<file path="src/sv/sktcp_pkg.sv">
// Shared types and constants for the serial key and time command parser.
// No dependencies; imported by the top module, sktcp_decode and sktcp_out_stage.
package sktcp_pkg;

    // Received character codes
    localparam logic [7:0] CH_CR    = 8'h0D;
    localparam logic [7:0] CH_SPACE = 8'h20;
    localparam logic [7:0] CH_ZERO  = 8'h30;
    localparam logic [7:0] CH_UP    = 8'h41;
    localparam logic [7:0] CH_DOWN  = 8'h42;
    localparam logic [7:0] CH_RIGHT = 8'h43;
    localparam logic [7:0] CH_LEFT  = 8'h44;
    localparam logic [7:0] CH_END   = 8'h45;
    localparam logic [7:0] CH_TIME  = 8'h54;

    // Key event codes
    localparam logic [2:0] EV_NONE   = 3'd0;
    localparam logic [2:0] EV_SELECT = 3'd1;
    localparam logic [2:0] EV_UP     = 3'd2;
    localparam logic [2:0] EV_DOWN   = 3'd3;
    localparam logic [2:0] EV_LEFT   = 3'd4;
    localparam logic [2:0] EV_RIGHT  = 3'd5;
    localparam logic [2:0] EV_HALT   = 3'd6;

    localparam int unsigned OUT_TDATA_W = 32;

    // Parser phase, one-hot
    typedef enum logic [7:0] {
        PH_IDLE  = 8'b0000_0001,
        PH_HOUR_T = 8'b0000_0010,
        PH_HOUR_U = 8'b0000_0100,
        PH_MIN_T  = 8'b0000_1000,
        PH_MIN_U  = 8'b0001_0000,
        PH_SEC_T  = 8'b0010_0000,
        PH_SEC_U  = 8'b0100_0000,
        PH_CLOSE  = 8'b1000_0000
    } phase_t;

    // One result item
    typedef struct packed {
        logic [7:0] new_second;
        logic [7:0] new_minute;
        logic [7:0] new_hour;
        logic       time_valid;
        logic       key_seen;
        logic [2:0] key_event;
    } res_t;

    // Ten times a digit, modulo 256
    function automatic logic [7:0] tens_of(input logic [7:0] d);
        tens_of = {d[4:0], 3'b000} + {d[6:0], 1'b0};
    endfunction

endpackage

</file>
<file path="src/sv/serial_key_and_time_command_parser.sv">
// Serial key and time command parser.
//
// Slave channel s_axis_* takes one received character per transfer. Master
// channel m_axis_* gives exactly one result per character: key event, seen
// flag and, when a 'T' + six digits + 'E' sequence closes, the new time.
// Bytes inside a time sequence give empty results with key_seen low.
//
// Path: a byte accepted on s_axis goes through the input register, the decode
// and the result register before its result appears on m_axis.
// Throughput: one byte per cycle while the sink keeps m_axis_tready high; the
// parser state (phase and three accumulators) updates in the same cycle that a
// byte moves from the input register into the result register.
// Reset: both registers empty, parser idle, accumulators zero.
// Stall: a held result keeps m_axis stable; the input register still takes
// one more byte, after which s_axis_tready drops until the sink resumes.
// Depends on sktcp_pkg, sktcp_in_stage, sktcp_decode, sktcp_out_stage.
module serial_key_and_time_command_parser
    import sktcp_pkg::*;
(
    input  logic                   clk,
    input  logic                   rst_n,
    input  logic                   s_axis_tvalid,
    output logic                   s_axis_tready,
    input  logic [7:0]             s_axis_tdata,   // [7:0] rx_byte
    output logic                   m_axis_tvalid,
    input  logic                   m_axis_tready,
    // [2:0] key_event, [3] key_seen, [4] time_valid, [12:5] new_hour,
    // [20:13] new_minute, [28:21] new_second, [31:29] zero
    output logic [OUT_TDATA_W-1:0] m_axis_tdata
);

    logic       byte_valid;
    logic [7:0] byte_data;
    logic       can_load;
    logic       advance;
    res_t       result;

    assign advance = byte_valid && can_load;

    sktcp_in_stage u_in
    (
        .clk           (clk),
        .rst_n         (rst_n),
        .s_axis_tvalid (s_axis_tvalid),
        .s_axis_tready (s_axis_tready),
        .s_axis_tdata  (s_axis_tdata),
        .advance       (advance),
        .byte_valid    (byte_valid),
        .byte_data     (byte_data)
    );

    sktcp_decode u_dec
    (
        .clk     (clk),
        .rst_n   (rst_n),
        .fire    (advance),
        .rx_byte (byte_data),
        .result  (result)
    );

    sktcp_out_stage u_out
    (
        .clk           (clk),
        .rst_n         (rst_n),
        .load          (advance),
        .result        (result),
        .can_load      (can_load),
        .m_axis_tvalid (m_axis_tvalid),
        .m_axis_tready (m_axis_tready),
        .m_axis_tdata  (m_axis_tdata)
    );

    // A key event only comes from the idle path
    a_event_seen: assert property (@(posedge clk) disable iff (!rst_n)
        (m_axis_tvalid && m_axis_tdata[2:0] != EV_NONE) |-> m_axis_tdata[3])
        else $error("key event without key_seen");

    // A closed time sequence is never on the idle path
    a_time_not_seen: assert property (@(posedge clk) disable iff (!rst_n)
        (m_axis_tvalid && m_axis_tdata[4]) |-> !m_axis_tdata[3])
        else $error("time_valid together with key_seen");

    // Time fields are zero without time_valid
    a_time_zero: assert property (@(posedge clk) disable iff (!rst_n)
        (m_axis_tvalid && !m_axis_tdata[4]) |-> (m_axis_tdata[28:5] == '0))
        else $error("time fields set without time_valid");

    // A result is loaded only when a byte is consumed
    a_load_follows_byte: assert property (@(posedge clk) disable iff (!rst_n)
        $rose(m_axis_tvalid) |-> $past(byte_valid))
        else $error("result appeared without a decoded byte");

endmodule

</file>
<file path="src/sv/sktcp_in_stage.sv">
// Input register of the parser: holds one received byte until it is decoded.
// Depends on nothing but the clock and reset.
module sktcp_in_stage
(
    input  logic       clk,
    input  logic       rst_n,
    input  logic       s_axis_tvalid,
    output logic       s_axis_tready,
    input  logic [7:0] s_axis_tdata,   // [7:0] rx_byte
    input  logic       advance,        // held byte moves on this cycle
    output logic       byte_valid,
    output logic [7:0] byte_data
);

    logic       valid_reg;
    logic [7:0] byte_reg;

    assign s_axis_tready = !valid_reg || advance;
    assign byte_valid    = valid_reg;
    assign byte_data     = byte_reg;

    // Valid flag
    always_ff @(posedge clk or negedge rst_n)
    begin
        if (!rst_n)
        begin
            valid_reg <= 1'b0;
        end
        else if (s_axis_tready)
        begin
            valid_reg <= s_axis_tvalid;
        end
    end

    // Byte payload
    always_ff @(posedge clk)
    begin
        if (s_axis_tready && s_axis_tvalid)
        begin
            byte_reg <= s_axis_tdata;
        end
    end

endmodule

</file>
<file path="src/sv/sktcp_decode.sv">
// Parser state and byte decode: key mapping and time-set accumulation.
// Depends on sktcp_pkg.
module sktcp_decode
    import sktcp_pkg::*;
(
    input  logic       clk,
    input  logic       rst_n,
    input  logic       fire,      // byte is consumed this cycle
    input  logic [7:0] rx_byte,
    output res_t       result
);

    phase_t     phase_reg, phase_next;
    logic [7:0] hour_reg, hour_next;
    logic [7:0] minute_reg, minute_next;
    logic [7:0] second_reg, second_next;
    logic [7:0] digit;

    assign digit = rx_byte - CH_ZERO;

    // Next state and result
    always_comb
    begin
        phase_next  = phase_reg;
        hour_next   = hour_reg;
        minute_next = minute_reg;
        second_next = second_reg;
        result      = '0;
        case (phase_reg)
            PH_HOUR_T:
            begin
                hour_next  = tens_of(digit);
                phase_next = PH_HOUR_U;
            end
            PH_HOUR_U:
            begin
                hour_next  = hour_reg + digit;
                phase_next = PH_MIN_T;
            end
            PH_MIN_T:
            begin
                minute_next = tens_of(digit);
                phase_next  = PH_MIN_U;
            end
            PH_MIN_U:
            begin
                minute_next = minute_reg + digit;
                phase_next  = PH_SEC_T;
            end
            PH_SEC_T:
            begin
                second_next = tens_of(digit);
                phase_next  = PH_SEC_U;
            end
            PH_SEC_U:
            begin
                second_next = second_reg + digit;
                phase_next  = PH_CLOSE;
            end
            PH_CLOSE:
            begin
                phase_next = PH_IDLE;
                if (rx_byte == CH_END)
                begin
                    result.time_valid = 1'b1;
                    result.new_hour   = hour_reg;
                    result.new_minute = minute_reg;
                    result.new_second = second_reg;
                end
            end
            default:
            begin
                // idle path: every byte counts as seen
                result.key_seen = 1'b1;
                case (rx_byte)
                    CH_CR:    result.key_event = EV_SELECT;
                    CH_UP:    result.key_event = EV_UP;
                    CH_DOWN:  result.key_event = EV_DOWN;
                    CH_LEFT:  result.key_event = EV_LEFT;
                    CH_RIGHT: result.key_event = EV_RIGHT;
                    CH_SPACE: result.key_event = EV_HALT;
                    CH_TIME:  phase_next = PH_HOUR_T;
                    default:  result.key_event = EV_NONE;
                endcase
            end
        endcase
    end

    // State registers
    always_ff @(posedge clk or negedge rst_n)
    begin
        if (!rst_n)
        begin
            phase_reg  <= PH_IDLE;
            hour_reg   <= '0;
            minute_reg <= '0;
            second_reg <= '0;
        end
        else if (fire)
        begin
            phase_reg  <= phase_next;
            hour_reg   <= hour_next;
            minute_reg <= minute_next;
            second_reg <= second_next;
        end
    end

endmodule

</file>
<file path="src/sv/sktcp_out_stage.sv">
// Result register of the parser: holds one result until the sink takes it.
// Depends on sktcp_pkg.
module sktcp_out_stage
    import sktcp_pkg::*;
(
    input  logic                   clk,
    input  logic                   rst_n,
    input  logic                   load,       // new result this cycle
    input  res_t                   result,
    output logic                   can_load,
    output logic                   m_axis_tvalid,
    input  logic                   m_axis_tready,
    output logic [OUT_TDATA_W-1:0] m_axis_tdata
);

    logic valid_reg;
    res_t data_reg;

    assign can_load      = !valid_reg || m_axis_tready;
    assign m_axis_tvalid = valid_reg;
    assign m_axis_tdata  = {{(OUT_TDATA_W - $bits(res_t)){1'b0}}, data_reg};

    // Valid flag
    always_ff @(posedge clk or negedge rst_n)
    begin
        if (!rst_n)
        begin
            valid_reg <= 1'b0;
        end
        else if (can_load)
        begin
            valid_reg <= load;
        end
    end

    // Result payload
    always_ff @(posedge clk)
    begin
        if (can_load && load)
        begin
            data_reg <= result;
        end
    end

endmodule

</file>
<file path="config.mk">
export PLATFORM = sky130hd
export DESIGN_NAME = serial_key_and_time_command_parser
export DESIGN_NICKNAME = d
export VERILOG_FILES = /design/src/sv/sktcp_pkg.sv /design/src/sv/serial_key_and_time_command_parser.sv /design/src/sv/sktcp_in_stage.sv /design/src/sv/sktcp_decode.sv /design/src/sv/sktcp_out_stage.sv
export SDC_FILE = /design/constraint.sdc
export NUM_CORES = 1
export LEC_CHECK = 0
export ABC_AREA = 1
export CAP_MARGIN = 40
export CORE_MARGIN = 4
export CORE_UTILIZATION = 50
export CTS_BUF_LIST = sky130_fd_sc_hd__clkbuf_8
export CTS_CLUSTER_DIAMETER = 120
export CTS_CLUSTER_SIZE = 30
export DETAILED_ROUTE_END_ITERATION = 7
export DONT_BUFFER_PORTS = 1
export PLACE_DENSITY = 0.68
export SKIP_CTS_REPAIR_TIMING = 1
export SLEW_MARGIN = 40
export SYNTH_ARGS = -nofsm -noshare
export SYNTH_HDL_FRONTEND = slang
export SYNTH_HIERARCHICAL = 1
export SYNTH_SLANG_ARGS = --single-unit
</file>
<file path="constraint.sdc">
create_clock -name clk -period 2.4 [get_ports clk]
set_input_delay 0.72 -clock clk [delete_from_list [all_inputs] [get_ports clk]]
set_output_delay 0.72 -clock clk [all_outputs]
set_load 0.03 [all_outputs]
</file>
==> Flow_metrics.wiki <==
{| class="wikitable"
! Metric !! Value
|-
| Post-route ant nets || 0
|-
| Detailed route wirelength on metal2 || 5060 um
|-
| Count of flip-flops with a built-in enable after synthesis || 37
|-
| Path type of the worst min-delay path || primary input to async pin
|-
| Wire per inst || 13.9 um
|-
| Final routed DRC violation total || 0
|-
| Synth warn || 6
|-
| Setup tns final || 0 ps
|-
| Clock latency reported for the late side of the worst-skew pair || 350 ps
|-
| Setup-violating endpoint count in the final report || 0
|-
| Count of pins on the block boundary || 46
|-
| PD cells || 1080 nW/um2
|-
| Final hold violations || 0
|-
| Input/output buffers || 0
|-
| Min Clock Period, post-route || 2190 ps
|-
| Max reg flops || 29
|-
| Vias/cell || 5.04
|-
| Maximum number of pins on one net before global-route repair || 35
|-
| Max Clock Freq || 457 MHz
|-
| Final Cycle Share || 91.2%
|-
| Max-slew violation total from the final report || 0
|-
| Clock buffer count from CTS || 9
|-
| Global-route wire length before repair || 17,800 um
|-
| Post-synthesis to final-layout area growth || 7.90%
|-
| Die height || 107 um
|-
| Worst setup EP type || primary output
|-
| Max-cap violation count || 0
|-
| # nets final || 678
|-
| Worst setup margin || 211 ps
|-
| Clock tree root driver cell || clkbuf_8
|-
| Iteration count of the initial detailed-routing pass || 5
|-
| Category of the critical setup timing path || flop to primary output
|-
| Area of the mapped netlist || 4890 um2
|-
| DRT met1 WL || 4850 um
|-
| Post-layout util || 56.4%
|-
| Maximum level of the CTS H-tree || 3
|-
| Synth async-reset ratio || 47.9%
|-
| Die ar. || 11,400 um2
|-
| Average size of a mapped cell || 7.93 um2
|-
| Fill cells || 866
|-
| Clk sink count || 71
|-
| Synth Instances || 617
|-
| Detailed-placement wirelength estimate || 8040 um
|-
| Clock tree from TritonCTS || built
|-
| Nature of the critical path startpoint || flop
|-
| Seq/Total Area, Yosys || 40.1%
|-
| Worst r2r path cells || 12
|-
| Status || finished clean
|-
| Fraction of final layout cells with drive strength greater than 1 || 13.9%
|-
| Number of buffers on the longest clock path || 2
|-
| Global Route Usage Sum || 19.9%
|-
| Initial antenna violation count || 0
|-
| Register bit count reported by yosys || 71
|-
| Worst Path Arrival || 1470 ps
|-
| CP max FO || 3
|-
| First-iteration detailed-routing DRC count || 149
|-
| Antenna diode count || 0
|-
| Highest signal layer in the routed design || met4
|-
| Via count || 3,851
|-
| Total leakage power || 2.65 nW
|-
| Routed wire length || 10,600 um
|-
| Worst-case clock skew || 11.0 ps
|-
| Setup slack at placement || 282 ps
|-
| Worst IR drop on VDD || 511 uV
|-
| Grt total ovfl || 0
|-
| Std-Cell Core Area || 9370 um2
|-
| Required @ worst endpoint || 1680 ps
|-
| Clock-pin transition on the worst setup and hold timing paths || 80 ps
|-
| Count of unique library cells instantiated by Yosys || 35
|-
| Leading register cell type out of synthesis || edfxtp_1
|-
| Die width || 107 um
|-
| Final weighted congestion in routability-driven placement || 0.894
|-
| Via count of the first global-routing pass || 3,732
|-
| Site row count || 35
|-
| Unrepaired setup endpoints after global routing || false
|-
| Initial core utilization || 52.2%
|-
| Met3 wire len || 473 um
|}
## stage by stage
stage	total power (W)	hold slack, ps	cells	area, um2
after floorplan	0.00416	424	619	4910
after global placement	0.00463	426	748	5070
after detailed placement	0.00470	426	748	5070
after CTS	0.00576	46.8	764	5280
after global routing	0.00626	41.1	764	5280
final	0.00572	59.2	764	5280
## critical path, cell delays in order (launching register included)
cell     delay (ps)
dfrtp_1         530
nand2_1         150
nand2_1          60
inv_1            90
inv_1            60
nand2_1         240
## layer usage
metal / vias up / GRT usage, %
met4: 0 / 6.76
met3: 20 / 3.61
li1: 1963 / -
met1: 1770 / 25.7
met2: 98 / 33.7
met5: - / 0
## cell usage in the layout, fill, tap and decap left out, types with 7 or more instances in the layout
cell	Yosys	routed
dfrtp_1	33	33
clkbuf_8	0	9
o21ai_0	22	22
nand2_1	173	173
o21ai_1	7	7
inv_1	101	101
inv_2	8	8
buf_4	4	9
nor2_2	12	12
ha_1	32	32
a21oi_1	17	16
edfxtp_1	37	37
nand4_1	7	7
nor2_4	13	13
nand2_2	7	7
nand3_1	52	52
nand2_4	11	11
nor2_1	41	41
## final cells by class
cell class,count,area (um2),share of cell area (%)
multi-input cells,422,2410,45.6
flip-flops and latches,71,1960,37.2
inverters,116,448,8.48
well taps,129,161,3.06
clock buffers,9,124,2.35
clock inverters,7,87.6,1.66
repair buffers,10,87.6,1.66
## report_power, final
part	total, W	internal [W]	switching [W]
Clock	0.00103	0.000576	0.000458
Sequential	0.00197	0.00162	0.000357
Combinational	0.00272	0.000947	0.00177
## cell families after synthesis
family	count (synthesis)	synth area share, %
adders and majority gates	36	9.82
AOI/OAI and AO/OA	48	5.06
buffers and inverters	126	11.0
other	1	0.0766
and+or+nand+nor	327	32.5
xor gates and xnor gates	8	1.43
DFF	71	40.1
## cells in the mapped netlist (11+ instances only)
| cell type | instances | area, um2 |
|---|---|---|
| nor2_2 | 12 | 75.1 |
| nand3_1 | 52 | 260 |
| o21ai_0 | 22 | 110 |
| edfxtp_1 | 37 | 1110 |
| nand2_1 | 173 | 649 |
| nand2_4 | 11 | 124 |
| nor2_4 | 13 | 146 |
| a21oi_1 | 17 | 85.1 |
| inv_1 | 101 | 379 |
| nor2_1 | 41 | 154 |
| ha_1 | 32 | 400 |
| dfrtp_1 | 33 | 826 |
## worst paths after layout
check                                     from             endpoint  slack (ps)
setup / recovery           u_out/m_axis_tvalid        s_axis_tready         210
hold / removal                           rst_n  u_dec/second_reg[0]          60
setup reg to reg             u_in/byte_data[4]    u_dec/hour_reg[7]         270
hold reg to reg             u_dec/phase_reg[0]   u_dec/phase_reg[0]         490
max in group asynchronous                rst_n   u_dec/phase_reg[0]        2160
min in group clk               s_axis_tdata[0]    u_in/byte_data[0]         470
No activity file was read; power rests on OpenSTA's default activity.
